### src/jtt_pkg.sv
// Shared types and constants of the job tag tracker.
package jtt_pkg;

    localparam int MAX_SLOTS  = 32;
    localparam int SLOT_W     = 5;
    localparam int SIZE_W     = 6;
    localparam int ADDR_W     = 64;
    localparam int WORD_W     = 32;

    // Request kinds.
    localparam logic [1:0] REQ_ENQ    = 2'd0;
    localparam logic [1:0] REQ_DONE   = 2'd1;
    localparam logic [1:0] REQ_CANCEL = 2'd2;
    localparam logic [1:0] REQ_NONE   = 2'd3;

    // Result codes.
    localparam logic [1:0] RES_OK      = 2'd0;
    localparam logic [1:0] RES_FULL    = 2'd1;
    localparam logic [1:0] RES_NOMATCH = 2'd2;

    typedef struct packed {
        logic [1:0]        req_type;
        logic [ADDR_W-1:0] desc_addr;
        logic [WORD_W-1:0] job_status;
        logic [WORD_W-1:0] cancel_mask;
        logic [WORD_W-1:0] wait_mask;
    } t_req;

    typedef struct packed {
        logic [1:0]        result_code;
        logic [WORD_W-1:0] job_tag;
        logic [SLOT_W-1:0] slot_index;
        logic [SLOT_W-1:0] ring_index;
        logic [WORD_W-1:0] done_status;
        logic              was_awaited;
    } t_res;

endpackage

### src/jtt_addr_ram.sv
// Simple dual-port synchronous RAM with registered read data.
module jtt_addr_ram #(
    parameter int DEPTH = 32,
    parameter int WIDTH = 64
) (
    input  logic                     i_clk,
    input  logic                     i_we,
    input  logic [$clog2(DEPTH)-1:0] i_waddr,
    input  logic [WIDTH-1:0]         i_wdata,
    input  logic                     i_re,
    input  logic [$clog2(DEPTH)-1:0] i_raddr,
    output logic [WIDTH-1:0]         o_rdata
);

    logic [WIDTH-1:0] r_mem [DEPTH];
    logic [WIDTH-1:0] r_rdata;

    // Write port.
    always_ff @(posedge i_clk) begin
        if (i_we) begin
            r_mem[i_waddr] <= i_wdata;
        end
    end

    // Read port, registered.
    always_ff @(posedge i_clk) begin
        if (i_re) begin
            r_rdata <= r_mem[i_raddr];
        end
    end

    assign o_rdata = r_rdata;

endmodule

### src/jtt_ctrl.sv
// Slot scan sequencer: busy bits, ring positions and the address table walk.
module jtt_ctrl (
    input  logic                       i_clk,
    input  logic                       i_rst_n,
    input  logic [jtt_pkg::SIZE_W-1:0] i_size,
    input  logic                       i_start,
    input  jtt_pkg::t_req              i_req,
    output logic                       o_ready,
    output logic                       o_res_valid,
    input  logic                       i_res_take,
    output jtt_pkg::t_res              o_res
);
    import jtt_pkg::*;

    localparam logic [1:0] ST_IDLE = 2'd0;
    localparam logic [1:0] ST_SCAN = 2'd1;
    localparam logic [1:0] ST_DONE = 2'd2;

    logic [1:0]           r_state, n_state;
    t_req                 r_req;
    logic [MAX_SLOTS-1:0] r_busy, n_busy;
    logic [SLOT_W-1:0]    r_in_pos, n_in_pos;
    logic [SLOT_W-1:0]    r_out_pos, n_out_pos;
    logic [SIZE_W-1:0]    r_rd_idx, n_rd_idx;
    logic [SLOT_W-1:0]    r_cmp_idx, n_cmp_idx;
    logic                 r_cmp_vld, n_cmp_vld;
    t_res                 r_res, n_res;

    logic [ADDR_W-1:0]    rdata;
    logic                 rd_en;
    logic                 wr_en;
    logic [WORD_W-1:0]    tag;
    logic                 busy_bit;
    logic                 hit;
    logic                 miss;
    logic                 issue;

    // Address table; only occupied slots are ever compared.
    jtt_addr_ram #(
        .DEPTH(MAX_SLOTS),
        .WIDTH(ADDR_W)
    ) u_ram (
        .i_clk  (i_clk),
        .i_we   (wr_en),
        .i_waddr(r_cmp_idx),
        .i_wdata(r_req.desc_addr),
        .i_re   (rd_en),
        .i_raddr(r_rd_idx[SLOT_W-1:0]),
        .o_rdata(rdata)
    );

    // Advance a ring position, wrapping at the ring size.
    function automatic logic [SLOT_W-1:0] advance(input logic [SLOT_W-1:0] pos,
                                                  input logic [SIZE_W-1:0] size);
        logic [SIZE_W-1:0] nxt;
        nxt = {1'b0, pos} + SIZE_W'(1);
        if (nxt >= size) begin
            nxt = '0;
        end
        return nxt[SLOT_W-1:0];
    endfunction

    // Per-slot match test on the compare stage.
    always_comb begin
        tag      = WORD_W'(1) << r_cmp_idx;
        busy_bit = r_busy[r_cmp_idx];
        case (r_req.req_type)
            REQ_ENQ:    hit = r_cmp_vld && !busy_bit;
            REQ_DONE:   hit = r_cmp_vld && busy_bit && (rdata == r_req.desc_addr);
            REQ_CANCEL: hit = r_cmp_vld && busy_bit && (tag == r_req.cancel_mask);
            default:    hit = 1'b0;
        endcase
        issue = (r_state == ST_SCAN) && !hit && (r_rd_idx < i_size);
        miss  = (r_state == ST_SCAN) && !r_cmp_vld && (r_rd_idx >= i_size);
        rd_en = issue;
        wr_en = (r_state == ST_SCAN) && hit && (r_req.req_type == REQ_ENQ);
    end

    // Sequencer next state.
    always_comb begin
        n_state   = r_state;
        n_busy    = r_busy;
        n_in_pos  = r_in_pos;
        n_out_pos = r_out_pos;
        n_rd_idx  = r_rd_idx;
        n_cmp_idx = r_cmp_idx;
        n_cmp_vld = 1'b0;
        n_res     = r_res;
        case (r_state)
            ST_IDLE: begin
                if (i_start && (i_req.req_type != REQ_NONE)) begin
                    n_state  = ST_SCAN;
                    n_rd_idx = '0;
                end
            end
            ST_SCAN: begin
                if (issue) begin
                    n_cmp_vld = 1'b1;
                    n_cmp_idx = r_rd_idx[SLOT_W-1:0];
                    n_rd_idx  = r_rd_idx + SIZE_W'(1);
                end
                if (hit || miss) begin
                    n_state = ST_DONE;
                    n_res   = '0;
                end
                if (hit) begin
                    n_res.result_code = RES_OK;
                    n_res.job_tag     = tag;
                    n_res.slot_index  = r_cmp_idx;
                    case (r_req.req_type)
                        REQ_ENQ: begin
                            n_busy[r_cmp_idx] = 1'b1;
                            n_res.ring_index  = r_in_pos;
                            n_in_pos          = advance(r_in_pos, i_size);
                        end
                        REQ_DONE: begin
                            n_busy[r_cmp_idx] = 1'b0;
                            n_res.ring_index  = r_out_pos;
                            n_res.done_status = r_req.job_status;
                            n_res.was_awaited = |(tag & r_req.wait_mask);
                            n_out_pos         = advance(r_out_pos, i_size);
                        end
                        default: begin
                            n_busy[r_cmp_idx] = 1'b0;
                        end
                    endcase
                end else if (miss) begin
                    case (r_req.req_type)
                        REQ_ENQ: begin
                            n_res.result_code = RES_FULL;
                        end
                        REQ_DONE: begin
                            n_res.result_code = RES_NOMATCH;
                            n_res.ring_index  = r_out_pos;
                            n_out_pos         = advance(r_out_pos, i_size);
                        end
                        default: begin
                            n_res.result_code = RES_NOMATCH;
                        end
                    endcase
                end
            end
            ST_DONE: begin
                if (i_res_take) begin
                    n_state = ST_IDLE;
                end
            end
            default: begin
                n_state = ST_IDLE;
            end
        endcase
    end

    // Control registers.
    always_ff @(posedge i_clk) begin
        if (!i_rst_n) begin
            r_state   <= ST_IDLE;
            r_busy    <= '0;
            r_in_pos  <= '0;
            r_out_pos <= '0;
            r_cmp_vld <= 1'b0;
            r_rd_idx  <= '0;
        end else begin
            r_state   <= n_state;
            r_busy    <= n_busy;
            r_in_pos  <= n_in_pos;
            r_out_pos <= n_out_pos;
            r_cmp_vld <= n_cmp_vld;
            r_rd_idx  <= n_rd_idx;
        end
    end

    // Payload registers.
    always_ff @(posedge i_clk) begin
        if (i_start && (r_state == ST_IDLE)) begin
            r_req <= i_req;
        end
        r_cmp_idx <= n_cmp_idx;
        r_res     <= n_res;
    end

    assign o_ready     = (r_state == ST_IDLE);
    assign o_res_valid = (r_state == ST_DONE);
    assign o_res       = r_res;

endmodule

### src/job_tag_tracker.sv
// Job tag tracker top level: stream ports, ring size register and output register.
// An accepted request scans the slots in order, one table entry is read a cycle, and the
// result enters the output register after a match or after the last slot is compared.
// One item at a time; the next request is taken in the idle state that follows once the
// result enters the output register.
// Reset: synchronous active low; all slots free, both ring positions zero, ring size 32.
module job_tag_tracker (
    input  logic         i_clk,
    input  logic         i_rst_n,
    // Ring size register write channel.
    input  logic         i_cfg_valid,
    output logic         o_cfg_ready,
    input  logic [5:0]   i_cfg_data,
    // Request stream.
    input  logic         s_axis_tvalid,
    output logic         s_axis_tready,
    // tdata: desc_addr[63:0], job_status[95:64], cancel_mask[127:96], wait_mask[159:128]
    input  logic [159:0] s_axis_tdata,
    // tuser: req_type[1:0]
    input  logic [1:0]   s_axis_tuser,
    // Result stream.
    output logic         m_axis_tvalid,
    input  logic         m_axis_tready,
    // tdata: job_tag[31:0], slot_index[36:32], ring_index[41:37], done_status[73:42],
    //        was_awaited[74], zero fill[79:75]
    output logic [79:0]  m_axis_tdata,
    // tuser: result_code[1:0]
    output logic [1:0]   m_axis_tuser
);
    import jtt_pkg::*;

    logic [SIZE_W-1:0] r_ring_size;
    logic [SIZE_W-1:0] eff_size;
    t_req              req;
    t_res              res;
    logic              ctrl_ready;
    logic              res_valid;
    logic              res_take;
    logic              r_m_tvalid;
    t_res              r_m_res;

    // Ring size register; out-of-range values are clamped on use.
    always_ff @(posedge i_clk) begin
        if (!i_rst_n) begin
            r_ring_size <= SIZE_W'(MAX_SLOTS);
        end else if (i_cfg_valid) begin
            r_ring_size <= i_cfg_data;
        end
    end

    always_comb begin
        if (r_ring_size == '0) begin
            eff_size = SIZE_W'(1);
        end else if (r_ring_size > SIZE_W'(MAX_SLOTS)) begin
            eff_size = SIZE_W'(MAX_SLOTS);
        end else begin
            eff_size = r_ring_size;
        end
    end

    assign o_cfg_ready = 1'b1;

    // Unpack the request.
    assign req.req_type    = s_axis_tuser;
    assign req.desc_addr   = s_axis_tdata[63:0];
    assign req.job_status  = s_axis_tdata[95:64];
    assign req.cancel_mask = s_axis_tdata[127:96];
    assign req.wait_mask   = s_axis_tdata[159:128];

    assign s_axis_tready = ctrl_ready;

    jtt_ctrl u_ctrl (
        .i_clk      (i_clk),
        .i_rst_n    (i_rst_n),
        .i_size     (eff_size),
        .i_start    (s_axis_tvalid),
        .i_req      (req),
        .o_ready    (ctrl_ready),
        .o_res_valid(res_valid),
        .i_res_take (res_take),
        .o_res      (res)
    );

    // Output register: loads when empty or being drained this cycle.
    assign res_take = res_valid && (!r_m_tvalid || m_axis_tready);

    always_ff @(posedge i_clk) begin
        if (!i_rst_n) begin
            r_m_tvalid <= 1'b0;
        end else if (res_take) begin
            r_m_tvalid <= 1'b1;
        end else if (m_axis_tready) begin
            r_m_tvalid <= 1'b0;
        end
    end

    always_ff @(posedge i_clk) begin
        if (res_take) begin
            r_m_res <= res;
        end
    end

    assign m_axis_tvalid = r_m_tvalid;
    assign m_axis_tuser  = r_m_res.result_code;
    assign m_axis_tdata  = {5'b0, r_m_res.was_awaited, r_m_res.done_status,
                            r_m_res.ring_index, r_m_res.slot_index, r_m_res.job_tag};

endmodule

### config.mk
export PLATFORM = sky130hd
export DESIGN_NAME = job_tag_tracker
export DESIGN_NICKNAME = d
export VERILOG_FILES = /design/src/jtt_pkg.sv /design/src/jtt_addr_ram.sv /design/src/jtt_ctrl.sv /design/src/job_tag_tracker.sv
export SDC_FILE = /design/constraint.sdc
export NUM_CORES = 2
export LEC_CHECK = 0
export BUFFER_PORTS_ARGS = -buffer_cell sky130_fd_sc_hd__buf_2
export CAP_MARGIN = 20
export CORE_MARGIN = 3
export CORE_UTILIZATION = 40
export CTS_CLUSTER_DIAMETER = 200
export DETAILED_ROUTE_END_ITERATION = 16
export SLEW_MARGIN = 20
export SYNTH_ARGS = -nofsm -noshare
export SYNTH_HDL_FRONTEND = slang
export SYNTH_SLANG_ARGS = --single-unit
### constraint.sdc
create_clock -name i_clk -period 8.77 [get_ports i_clk]
set_input_delay 0.4385 -clock i_clk [delete_from_list [all_inputs] [get_ports i_clk]]
set_output_delay 0.4385 -clock i_clk [all_outputs]
set_load 0.1 [all_outputs]
Word-level counts from Yosys, hierarchy flattened:

Memory sizes are Yosys's and may differ from the RTL's. A register that Yosys moved wholly into a read port is not among the register bits.
Index checks and enable logic that the tools add are counted.

* add/subtract/negate cells: 3
* order comparisons: 7
* equal/unequal tests: 11
* shift operators: 1
* muxes and demuxes: 35
* bitwise operators: 4
* reductions and logical operators: 38

Operator list (count)
* 77-bit 2-to-1 mux: 1
* 33-bit 2-to-1 mux: 2
* 32-bit AND: 2
* 64-bit equality test: 1
* 5-bit 2-to-1 mux: 8
* 37-bit 2-to-1 mux: 1
* 32-bit equality test: 1
* 32-bit 2-to-1 mux: 1
* 32-bit NOT: 1
* 32-bit bitwise OR: 1
* 32-bit OR reduction: 1
* 1-bit by 5-bit << shifter with 32-bit output (first input constant): 1
* 6-bit 2-to-1 mux: 4
* 6-bit >= comparator: 3
* 1-bit logical AND: 14
* 5-bit by 1-bit adder with 6-bit output (second input constant): 2
* 6-bit case mux with 2 select lines: 1
* 2-bit AND reduction: 6
* 2-bit 2-to-1 mux: 5
* 5-bit case mux with 2 select lines: 1
* 3-bit AND reduction: 3
* 2-bit nonzero test: 4
* 1-bit 2-to-1 mux: 7
* 6-bit by 1-bit adder with 6-bit output (second input constant): 1
* other kinds (17): 27

* flip-flop bits (word level): 379
* memory bits (writable): 2048
* input bits: 173
* output and inout bits: 85
* logic and storage cells: 126
* memories: 1

Memories
* u_ctrl.u_ram.r_mem: words 32, width 64, read ports 1, clocked after Yosys merged registers in 1, wr ports 1, line jtt_addr_ram.sv:15 `logic [WIDTH-1:0] r_mem [DEPTH];`

Logic depth before layout (Yosys ltp):

* word-level depth: 10
* mapped depth: 15
* gate-level depth less buffers: 13

Hierarchy:

Synthesis repeated with hierarchy kept, for this count alone.

* cell total of the unflattened synthesis: 4167
* area total of the unflattened synthesis: 95342.7 sq um

By module, submodules not included
* jtt_addr_ram: instances 1, cells each 3096, area each 79605.1 sq um, sequential area each 63420.8 sq um
* jtt_ctrl: instances 1, cells each 955, area each 13067.5 sq um, sequential area each 8348.0 sq um
* job_tag_tracker: instances 1, cells each 116, area each 2670.1 sq um, sequential area each 2452.4 sq um

Worst setup path after synthesis:

No wires, ideal clock.

* kind: flip-flop to flip-flop
* start point: register u_ctrl.r_req[127] (netlist name)
* end point: memory u_ctrl.u_ram.r_mem[14][0], enable pin
* setup time: 0.564 ns
* arrival time: 6.941 ns
* data required time: 8.206 ns
* path slack: 1.264 ns
* cell stages (with the launch flop): 11
* path buffers: 1
* clock period less this slack: 7.506 ns
* cells stage by stage: edfxtp_1 xnor2_1 nand4_1 nor4_1 nand4_1 or4_1 a21oi_2 or2_4 nand2_2 clkbuf_1 nor3_1

* cells in the longest elaborated chain, start to end: 7

Ends and longest elaborated chain
* start: declaration: line jtt_ctrl.sv:20 `t_req r_req;`
* start signal: assignment: line jtt_ctrl.sv:176 `r_req <= i_req;`
* 64-bit equality test: line jtt_ctrl.sv:69 `REQ_DONE: hit = r_cmp_vld && busy_bit && (rdata == r_req.desc_addr);`
* 1-bit logical AND: line jtt_ctrl.sv:69
* 1-bit case mux with 3 select lines: line jtt_ctrl.sv:67 `case (r_req.req_type)`
* 1-bit logical AND (2 in a row): line jtt_ctrl.sv:76 `wr_en = (r_state == ST_SCAN) && hit && (r_req.req_type == REQ_ENQ);`
* 1-bit 2-to-1 mux: line jtt_addr_ram.sv:20 `if (i_we) begin`
* 1-bit 2-to-1 mux (implied by the code): line jtt_addr_ram.sv:21 `r_mem[i_waddr] <= i_wdata;`
* end: declaration: line jtt_addr_ram.sv:15

No other way between the ends.

Worst setup path after layout:

* start point: register u_ctrl.r_req[102] (netlist name)
* end point: memory u_ctrl.u_ram.r_mem[17][8], enable pin

The elaborated chain is that of the path after synthesis.

==> results_dict.tcl <==
set metrics [dict create \
    status "completed" \
    tightest_slew_ns 1.13 \
    ctsResizeCount 0 \
    yosysTopAreaCellShare_pct 76.8 \
    start_util_pct 40.3 \
    r2r_cells 11 \
    gp_congestion 0.780 \
    r2r_end "u_ctrl.u_ram.r_mem[17][8]$_DFFE_PP_" \
    syn_inst 4190 \
    synth_edf_count 2433 \
    min_path_type "input port to flop" \
    critPathArrivalTime_ns 7.11 \
    async_reset_ff_share_pct 0 \
    synthTopCellsByCount "2433 x edfxtp_1, 648 x mux4_2, 169 x clkbuf_1, 145 x nand2_1, 78 x nor2_1" \
    dp.final_hpwl_mm 115 \
    die_w_um 494 \
    seqCellArea_um2 74200 \
    max_freq_ghz 0.152 \
    cts.sinks 2491 \
    yosysTopAreaCell "edfxtp_1" \
    maxSlewViolCount 0 \
    period_needed_ns 6.59 \
    num_vias 45478 \
    ys_seq_area_share_pct 78.1 \
    setup_viol 0 \
    clkTransAtPathRegs_ns 0.07 \
    cp_cell_sequence "xnor2_1 -> nand4_1 -> nor4_1 -> nand4_1 -> or4_1 -> a21oi_2 -> or2_4 -> nand2_2 -> buf_4 -> nor2_4 -> buf_12" \
    synthToLayoutAreaGrowth_pct 16.2 \
    wl_mm 231 \
    period_share_pct 75.2 \
    worstSetupStartpoint "u_ctrl.r_req[102]$_DFFE_PP_" \
    die_h_um 494 \
    drv_cap 0 \
    fin_tns_setup_ns 0 \
    synth_most_common_cell "edfxtp_1" \
    fill_cells 19166 \
    cp_common_cell "nand4_1" \
    yosysUniqueCellTypes 77 \
    synth_area_um2 95100 \
    grt_max_degree 137 \
    htree_levels 4 \
    rsz0062_at_grt "false" \
    cp-start-kind "flop" \
    drive_above_1_share_pct 30.1 \
    wire_per_inst_um 28.5 \
    cts.path.max_buffers 3 \
    critical_path_required_ns 9.29 \
    overflow 0 \
    synth_area_leaders "edfxtp_1 77%, mux4_2 15%, dfxtp_1 1.2%" \
    ir_drop_v 0.000222 \
    critical_path_buf_inv_count 2 \
    cts_root_buffer "clkbuf_16" \
    path_depth 11 \
    nets 4951 \
    slew_headroom_pct 24.7 \
    final.setup_skew_ns 0.0605 \
    endpoint_kind "flop" \
    grt_pass1_vias 45726 \
    dieArea_um2 244000 \
    synthFlopType "edfxtp_1" \
    rrSetupSlack_ns 2.18 \
    grt_util_all_layers_pct 18.8 \
    path_delay_family "simple AND/OR/NAND/NOR gates" \
    first_pass_iters 5 \
    reg2reg_from "u_ctrl.r_req[102]$_DFFE_PP_" \
    numPortBuffers 251 \
    rows 178 \
    grt_pass1_wl_mm 332 \
    multiInputGateArea_um2 20100 \
    crit_type "flop to flop" \
    endpoint "u_ctrl.u_ram.r_mem[17][8]$_DFFE_PP_" \
    crit_fanout 33 \
    cts_tree "built" \
    cts_made_buffers 234 \
    ant_nets 0 \
    slowest_delay_ns 1.06 \
    cellLeakagePower_nw 34.1 \
    dr.first_iter.drc_count 4996 \
    vias_per_cell 5.61 \
    clock_latency_ns 0.86 \
    ys_ff_latch 2491 \
    core_um2 236000 \
    powerDensity_nw_per_um2 228 \
    antenna_found_initial 10 \
    avgSynthCellArea_um2 22.7 \
    utilization_pct 46.8 \
    cpMaxStageDelayCell "edfxtp_1" \
    yosysWarningCount 0 \
    hold_violations 0 \
    drc 0 \
    ioPinCount 258 \
]
## per-layer routing
metal / GRT usage, % / vias to the layer above / routed length (µm)
li1: - / 18838 / -
met1: 27.9 / 24436 / 101000
met2: 29.1 / 1914 / 109000
met3: 3.31 / 288 / 16900
met4: 4.14 / 2 / 4310
met5: 0 / - / 13
## flip-flops by register name (all words and copies together) (netlist names), named ones only
name / count
u_ctrl.r_cmp_idx: 5
u_ctrl.u_ram.o_rdata: 64
u_ctrl.r_cmp_vld: 1
m_axis_tvalid: 1
u_ctrl.u_ram.r_mem: 2048
u_ctrl.r_req: 162
m_axis_tuser: 2
u_ctrl.r_in_pos: 5
u_ctrl.r_state: 2
u_ctrl.r_out_pos: 5
u_ctrl.r_rd_idx: 6
m_axis_tdata: 75
r_ring_size: 6
u_ctrl.o_res: 77
## layout by cell type (no fill, tap or decap), types with 8 or more instances in the layout
cell           netlist  routed
clkinv_1             3      56
nor2_4               0      14
xnor2_1             48      48
buf_4               11      91
buf_12               0      34
bufinv_16            0      27
nor2_1              78      65
nand4_1             26      26
nand2_1            145     144
a21oi_1             14      14
and2_1               9       8
nor3_1              45      27
dlygate4sd3_1        0     176
mux4_2             648     648
o21ai_0             52      51
inv_1               13      11
edfxtp_1          2433    2433
or3_1               13      13
buf_2               10     251
clkbuf_16            0     236
dfxtp_1             58      54
nor3_2               1      19
xor2_1              22      22
clkinvlp_4           0      11
clkbuf_1           169      39
o311ai_1             8       8
clkinv_2             0      53
nor4_1              15      15
and3_1              24      23
o41ai_1             15      15
nand3b_1             8       8
mux2i_1             31      31
ha_1                25      25
a32oi_1             10      10
mux2_2              54      54
a21o_1              14      14
nand3_1             54      54
## worst register-to-register path, stage by stage, from the launching register on
cell	delay, ns
edfxtp_1	1.06
xnor2_1	0.29
nand4_1	0.28
nor4_1	0.81
nand4_1	0.25
or4_1	0.74
a21oi_2	0.31
or2_4	0.33
nand2_2	0.49
buf_4	0.45
nor2_4	0.87
buf_12	0.35
## cell families (layout without fill, tap and decap cells)
kind of cell,Yosys count,count (layout),share of synthesized area (%)
flops,2491,2491,78.1
buf+inv,248,1007,1.06
simple gates,453,453,2.34
other cells,2,7,0.00790
mux,733,733,16.3
fa+ha+maj,25,25,0.329
compound gates,168,168,1.24
xor+xnor,70,70,0.645
## power breakdown
part           internal (mW)  leakage (nW)  switching (mW)
Clock                   5.75          3.75            4.37
Sequential              13.3          22.5           0.123
Combinational          0.760          7.91           0.898
## what timing repair did
action / in CTS / in global routing
hold buffers: 176 / 0
endpoints found under the setup margin: 0 / 0
setup buffers: 0 / 0
endpoints found under the hold margin: 169 / 0
## area by class of cell
cell class | count | share of cell area, %
well taps | 3150 | 3.57
multi-input cells | 1455 | 18.2
clock buffers | 278 | 5.52
repair buffers | 555 | 4.02
inverters | 16 | 0.0657
clock inverters | 158 | 1.42
flip-flops and latches | 2491 | 67.2
diodes | 1 | 0.00227
## how the worst min path moves through the flow
stage                     depth (start not counted)                        from                             end
after floorplan                                   0  u_ctrl.o_res[43]$_DFFE_PP_       m_axis_tdata[0]$_DFFE_PP_
after global placement                            0  u_ctrl.o_res[68]$_DFFE_PP_      m_axis_tdata[25]$_DFFE_PP_
after detailed placement                          0  u_ctrl.o_res[65]$_DFFE_PP_      m_axis_tdata[22]$_DFFE_PP_
after CTS                                         6               s_axis_tvalid  u_ctrl.r_state[0]$_SDFFE_PN0P_
after global routing                              6               s_axis_tvalid  u_ctrl.r_state[0]$_SDFFE_PN0P_
final                                             6               s_axis_tvalid  u_ctrl.r_state[0]$_SDFFE_PN0P_
## through the flow
stage / std cells / total power [mW] / hold slack (ns) / setup WS, ns / cell area [µm²]
after global routing: 8103 / 26.0 / 0.203 / 1.95 / 110000
after CTS: 8101 / 25.4 / 0.145 / 2.16 / 110000
after global placement: 7488 / 15.2 / 0.404 / 2.31 / 101000
after detailed placement: 7489 / 15.3 / 0.405 / 2.19 / 101000
after floorplan: 4194 / 14.7 / 0.400 / 1.26 / 95100
final: 8104 / 25.2 / 0.215 / 2.18 / 110000
Power figures use the tool's default switching activity.
